## src/mfb_pkg.sv

```systemverilog
`timescale 1ns / 1ps
// Shared types, codes and helpers of the monochrome framebuffer draw engine.
// No dependencies.
package mfb_pkg;

  localparam int DEF_SCREEN_WIDTH = 128;
  localparam int DEF_SCREEN_PAGES = 8;
  localparam int SLOPE_SCALE      = 10;

  localparam logic [2:0] ACT_SET    = 3'd0;
  localparam logic [2:0] ACT_CLR    = 3'd1;
  localparam logic [2:0] ACT_LINE   = 3'd2;
  localparam logic [2:0] ACT_CIRCLE = 3'd3;
  localparam logic [2:0] ACT_CLS    = 3'd4;
  localparam logic [2:0] ACT_READ   = 3'd5;

  typedef enum logic [3:0] {
    K_NOP, K_SET, K_CLR, K_LREJ, K_LVERT, K_LHORZ, K_LSLOPE, K_CIRCLE, K_CLS, K_READ
  } kind_t;

  typedef struct packed {
    kind_t      kind;
    logic [7:0] x0;
    logic [6:0] y0;
    logic [7:0] x1;
    logic [6:0] y1;
    logic [6:0] radius;
    logic [2:0] page;
  } cmd_t;

  typedef struct packed {
    logic pop;
    logic init_busy;
  } ctl_t;

  // Quotient by ten for values below 320 (the quotient must fit in five bits).
  function automatic logic [4:0] div10(input logic [8:0] v);
    logic [19:0] p;
    p = 20'(v) * 20'd205;
    return p[15:11];
  endfunction

endpackage

```

## src/mfb_front.sv

```systemverilog
`timescale 1ns / 1ps
// Front end: accepts command words, classifies them and holds them in a
// two-entry queue for the back end. Depends on mfb_pkg.
module mfb_front #(
  parameter int SCREEN_WIDTH = mfb_pkg::DEF_SCREEN_WIDTH,
  parameter int SCREEN_PAGES = mfb_pkg::DEF_SCREEN_PAGES
) (
  input  logic          clk,
  input  logic          rst,
  input  logic          in_valid,
  output logic          in_stall,
  input  logic [2:0]    action,
  input  logic [7:0]    x0,
  input  logic [6:0]    y0,
  input  logic [7:0]    x1,
  input  logic [6:0]    y1,
  input  logic [6:0]    radius,
  input  logic [2:0]    read_page,
  input  mfb_pkg::ctl_t ctl,
  output logic          q_valid,
  output mfb_pkg::cmd_t q_head
);
  import mfb_pkg::*;

  localparam int SCREEN_HEIGHT = SCREEN_PAGES * 8;

  cmd_t       slots [2];
  logic       wptr;
  logic       rptr;
  logic [1:0] count;
  cmd_t       cls;
  logic       reject;
  logic       push;

  assign reject = ({1'b0, x1} > 9'(SCREEN_WIDTH)) || ({1'b0, y1} > 8'(SCREEN_HEIGHT))
                  || (x0 > x1) || (y0 > y1);

  always_comb begin
    cls.x0     = x0;
    cls.y0     = y0;
    cls.x1     = x1;
    cls.y1     = y1;
    cls.radius = radius;
    cls.page   = read_page;
    unique case (action)
      ACT_SET:    cls.kind = K_SET;
      ACT_CLR:    cls.kind = K_CLR;
      ACT_LINE: begin
        if (reject)        cls.kind = K_LREJ;
        else if (x0 == x1) cls.kind = K_LVERT;
        else if (y0 == y1) cls.kind = K_LHORZ;
        else               cls.kind = K_LSLOPE;
      end
      ACT_CIRCLE: cls.kind = K_CIRCLE;
      ACT_CLS:    cls.kind = K_CLS;
      ACT_READ:   cls.kind = K_READ;
      default:    cls.kind = K_NOP;
    endcase
  end

  // Hold off new words while the queue is full or the screen is being wiped after reset.
  assign in_stall = (count == 2'd2) || ctl.init_busy;
  assign push     = in_valid && !in_stall;
  assign q_valid  = (count != 2'd0);
  assign q_head   = slots[rptr];

  always_ff @(posedge clk) begin
    if (push) slots[wptr] <= cls;
  end

  always_ff @(posedge clk) begin
    if (rst) begin
      wptr  <= 1'b0;
      rptr  <= 1'b0;
      count <= 2'd0;
    end else begin
      if (push)    wptr <= ~wptr;
      if (ctl.pop) rptr <= ~rptr;
      count <= count + 2'(push) - 2'(ctl.pop);
    end
  end

endmodule

```

## config.mk

```make
export PLATFORM = sky130hd
export DESIGN_NAME = mfb_front
export DESIGN_NICKNAME = d
export VERILOG_FILES = /design/src/mfb_pkg.sv /design/src/mfb_front.sv
export SDC_FILE = /design/constraint.sdc
export NUM_CORES = 1
export LEC_CHECK = 0
export BUFFER_PORTS_ARGS = -buffer_cell sky130_fd_sc_hd__clkbuf_2
export CAP_MARGIN = 20
export CORE_ASPECT_RATIO = 1.2
export CORE_MARGIN = 5
export CORE_UTILIZATION = 30
export CTS_CLUSTER_SIZE = 14
export DETAILED_ROUTE_END_ITERATION = 8
export PLACE_DENSITY = 0.48
export SYNTH_ARGS = -nofsm -noshare
export SYNTH_HDL_FRONTEND = slang
export SYNTH_SLANG_ARGS = --single-unit
```

## constraint.sdc

```tcl
create_clock -name clk -period 2.7 [get_ports clk]
set_input_delay 0.27 -clock clk [delete_from_list [all_inputs] [get_ports clk]]
set_output_delay 0.27 -clock clk [all_outputs]
set_load 0.01 [all_outputs]
```

Word-level counts from Yosys, hierarchy flattened --
Memory sizes are Yosys's and may differ from the RTL's. A register that Yosys moved wholly into a read port is not among the register bits. Index checks and enable logic that the tools add are counted.
Word-level totals: flip-flop bits (word level) 4, memory bits (writable) 88, input bits 48, memories 1
Cells by class: $add $sub $neg 2, magnitude comparators 4, equal/unequal tests 8, multiplexer cells 8, bitwise logic cells 2, reductions and logical operators 8
Memory list:
- slots | words 2, width 44, rd ports 1, clocked after Yosys merged registers in 1, write ports 1, RTL line mfb_front.sv:27 | cmd_t slots [2];
Operator list (number):
- 4-bit one-hot mux with 6 select lines | 1
- 8-bit equality test | 1
- 8-bit greater-than comparator | 1
- 8-bit greater-than comparator, second input constant | 1
- 7-bit equality test | 1
- 7-bit greater-than comparator | 1
- 7-bit greater-than comparator, second input constant | 1
- 3-bit by 2-bit equality test with 1-bit output, second input constant | 2
- 3-bit equality test, second input constant | 2
- 1-bit logical OR | 4
- 1-bit 2-to-1 mux | 4
- 2-bit 2-to-1 mux | 2
- 3-bit by 1-bit equality test with 1-bit output, second input constant | 1
- 3-bit logical NOT | 1
- 3-bit 2-to-1 mux | 1
- 2-bit by 1-bit adder with 2-bit output | 1
- 2-bit equality test, second input constant | 1
- 1-bit NOT | 2
- 2-bit nonzero test | 1
- 2-bit by 1-bit subtractor with 2-bit output | 1
- 1-bit logical AND | 1
- 1-bit logical NOT | 1

Logic depth before layout (Yosys ltp) --
word-level depth 6, gate-level depth with buffers 9, mapped depth without buffers 9

Worst setup path before layout --
OpenSTA, ideal clock, no wires.
path type flip-flop to flip-flop, start point reg count[0], end point mem slots[0][0] in the netlist's numbering, enable pin, setup time 445 ps, arrival 2532 ps, data required time 2255 ps, setup slack -277 ps, cell stages (with the launch flop) 5, buffers on the path 0, clock period less this slack 2977 ps, cell sequence dfxtp_1 -> inv_1 -> a21oi_1 -> nand2_1 -> nor2_1
Between the ends: cells in the longest elaborated chain, start to end 6
Ends and longest elaborated chain:
- from (decl) | RTL line mfb_front.sv:30 | logic [1:0] count;
- from (signal assigned) | RTL line mfb_front.sv:79 | count <= count + 2'(push) - 2'(ctl.pop);
- 2-bit equality test | RTL line mfb_front.sv:62 | assign in_stall = (count == 2'd2) || ctl.init_busy;
- 1-bit logical OR | RTL line mfb_front.sv:62
- 1-bit logical NOT | RTL line mfb_front.sv:63 | assign push = in_valid && !in_stall;
- 1-bit logical AND | RTL line mfb_front.sv:63
- 1-bit 2-to-1 mux | RTL line mfb_front.sv:68 | if (push) slots[wptr] <= cls;
- 1-bit 2-to-1 mux (implied by the code) | RTL line mfb_front.sv:68
- to (decl) | RTL line mfb_front.sv:27
No other way between the ends.

==> impl_results.md <==
- Antenna violations before repair: 0
- Buf+Inv Stages, Crit Path: 2
- Area contributors post-synth: edfxtp_1 68%, mux2_2 13%, ha_1 5.4%
- CP required: 2.43 ns
- Die area: 15400 µm²
- Count of pins over their slew limit: 0
- Post-synth EDFFs: 88
- Total gr overflow: 0
- CP cell instances: buf_4, mux2_2, clkbuf_2
- Post-CTS Setup Inserts: 0
- Fmax: 484 MHz
- Type of the worst setup path: flip-flop to output port
- Post-CTS sizing: 0
- Startpoint types: flip-flop
- Global-route wire length before repair: 12.6 mm
- Nets@finish: 401
- Critical path capture point type: output port
- Placement Cell Area: 4610 µm²
- Hold path start: radius[0]
- Met2 GRT Util: 17.7%
- Met1 Use GR: 13.4%
- Fill cell count: 1249
- Worst min path class: input port to flip-flop
- Largest net degree at the start of global routing: 26
- Design Area, Final: 4930 µm²
- WL final: 7.91 mm
- Layout cells sized above 1: 49.6%
- Peak supply drop: 257 µV
- Die W: 114 µm
- Reg2Reg Depth: 9
- Detailed-route wire length per cell: 15.7 µm
- Final HPWL DP: 5.79 mm
- Number of CTS-inserted buffers: 9
- WHS Path Cells: 1
- Mean Syn Cell Area: 16.9 µm²
- Die H: 135 µm
- Synth top cells by count: 88 x edfxtp_1, 44 x mux2_2, 17 x ha_1
- Port Buffers: 93
- Critical register-to-register path startpoint: count[0]$_SDFF_PP0_
- Mapped Area: 3910 µm²
- Yosys cell types: 36
- Placer Congestion: 0.737
- Root Buffer: clkbuf_16
- CTS tree: done
- Global router's overall resource usage: 10.8%
- Delay-heaviest family, CP: flip-flops
- FF-to-FF setup slack: 0.90 ns
- Clock sinks: 93
- Setup_tns: 0 ns
- Period minus WS final: 2.07 ns
- CTS H-tree depth: 3
- YS warnings: 0
- Share of the synthesized area in the top cell type: 67.6%
- Tightest Pin Transition: 0.465 ns
- Ys flop type: edfxtp_1
- CP Max Fanout: 17
- Max-cap viol count: 0
- Synth Instances: 231
- Tcrit/Tclk final: 76.6%
- Seq cells post-synth: 93
- # diodes: 0
- Drt drc: 0
- Initial core utilization: 30.7%
- Largest stage delay, worst path: 0.62 ns
- Final setup vio count: 0
- CP arrival: 1.80 ns
- Asr flop ratio synth: 0%
- P&R area growth vs syn: 26.3%
- Status: completed
- DR iter-0 viols: 60
- Number of global-route vias before repair: 2420
- ANT nets after route: 0
- Endpoints failing hold: 0
- Most frequent cell after synthesis: edfxtp_1
- # IOs: 94
- Pwr dens: 708 nW/µm²
- Clk_skew: 0.00436 ns
- Worst hold path endpoint: slots[0][3]$_DFFE_PP_
- Vias: 2234
- Synth area leader: edfxtp_1
- Relative slew slack: 69.0%
- Row count: 45
- Storage cell area: 2740 µm²
- Leak pwr: 1.92 nW
- Number of vias per cell: 4.42
- Met3 Use GR: 2.78%
- Clk slew on worst S/H paths: 0.06 ns
- Worst r2r dst: count[1]$_SDFF_PP0_
- Gr busiest metal: met2
- Unrepaired setup endpoints after global routing: false
- Register area share after synthesis: 70.2%
- Clock Latency Late Sink: 0.34 ns
- CP max stage cell: dfxtp_2
- Clock Path Buffers: 2
- Multi-input gate area: 1080 µm²
- Floorplan Core Area: 12700 µm²
- Net Count, Synth: 296
- 1st-pass router iterations: 3
- # hold bufs at CTS: 0
[cell type report]
type / instances / share of cell area (%)
clock inverters: 7 / 2.00
well taps: 164 / 4.16
inverters: 18 / 1.37
flip-flops and latches: 93 / 55.6
repair buffers: 99 / 10.3
clock buffers: 9 / 4.56
multi-input cells: 115 / 22.0
[state kept, by name (all words and copies together), names as in the netlist, named ones only]
register  count
rptr          1
wptr          1
slots        88
count         2
[placed cells by master (no fill, tap or decap), types with 3 or more instances in the layout]
cell type and instances:
clkbuf_2 93, edfxtp_1 88, mux2_2 44, ha_1 17
inv_1 16, clkbuf_16 9, nor2_1 8, buf_4 6
a21oi_1 5, nor2b_1 5, nand4_1 4, o21ai_0 4
dfxtp_1 4, nand2_1 3, xnor2_1 3
[per-layer routing]
| metal | vias up | wire length (µm) | share of wire (%) |
|---|---|---|---|
| met5 | - | 0 | 0 |
| met4 | 0 | 142 | 1.8 |
| met3 | 9 | 386 | 4.9 |
| met2 | 48 | 3970 | 50 |
| met1 | 1089 | 3410 | 43 |
| li1 | 1088 | - | - |
[per-stage QoR]
step	power (mW)	util [%]	std cells	worst slack, ns	hold WS (ns)
2_1_floorplan	2.00	-	231	0.452	0.342
3_3_place_gp	2.20	36.2	489	0.572	0.460
3_5_place_dp	2.20	36.2	489	0.583	0.463
4_1_cts	3.56	38.8	505	0.546	0.105
5_1_grt	3.67	38.8	505	0.508	0.116
6_report	3.49	38.8	505	0.632	0.120
[worst register-to-register path, stage by stage, from the launching register on]
cell	delay [ns]
dfxtp_1	0.36
inv_1	0.06
a21oi_1	0.23
nand2_1	0.19
ha_1	0.31
inv_1	0.03
ha_1	0.17
xor2_1	0.16
xnor2_1	0.14
nor2_1	0.05
[power breakdown]
part | internal (mW) | total, mW | switching [mW]
clock | 0.817 | 1.34 | 0.521
combinational | 0.206 | 0.447 | 0.240
sequential | 1.68 | 1.71 | 0.0323
total | 2.70 | 3.49 | 0.793
[kinds of logic (layout without fill, tap and decap cells)]
kind of cell / count (synthesis) / in the layout / share of synthesized area (%)
AO/OA/AOI/OAI: 19 / 19 / 3.39
XOR/XNOR: 5 / 5 / 1.12
adder cells (fa/ha/maj): 17 / 17 / 5.44
buffers and inverters: 23 / 133 / 2.31
flip-flops: 93 / 93 / 70.2
multiplexers: 44 / 44 / 12.7
AND/OR/NAND/NOR: 30 / 30 / 4.87
[worst max path at each step]
| stage | from | endpoint | slack (ns) | cells after the start |
|---|---|---|---|---|
| after floorplan | count[0]$_SDFF_PP0_ | slots[0][0]$_DFFE_PP_ | 0.45 | 4 |
| after global placement | y1[5] | slots[0][40]$_DFFE_PP_ | 0.57 | 8 |
| after detailed placement | y1[6] | slots[0][40]$_DFFE_PP_ | 0.58 | 8 |
| after CTS | flip-flop | q_head[26] | 0.55 | 3 |
| after global routing | flip-flop | q_head[25] | 0.51 | 3 |
| final | flip-flop | q_head[26] | 0.63 | 3 |
No activity file was read; power rests on OpenSTA's default activity.
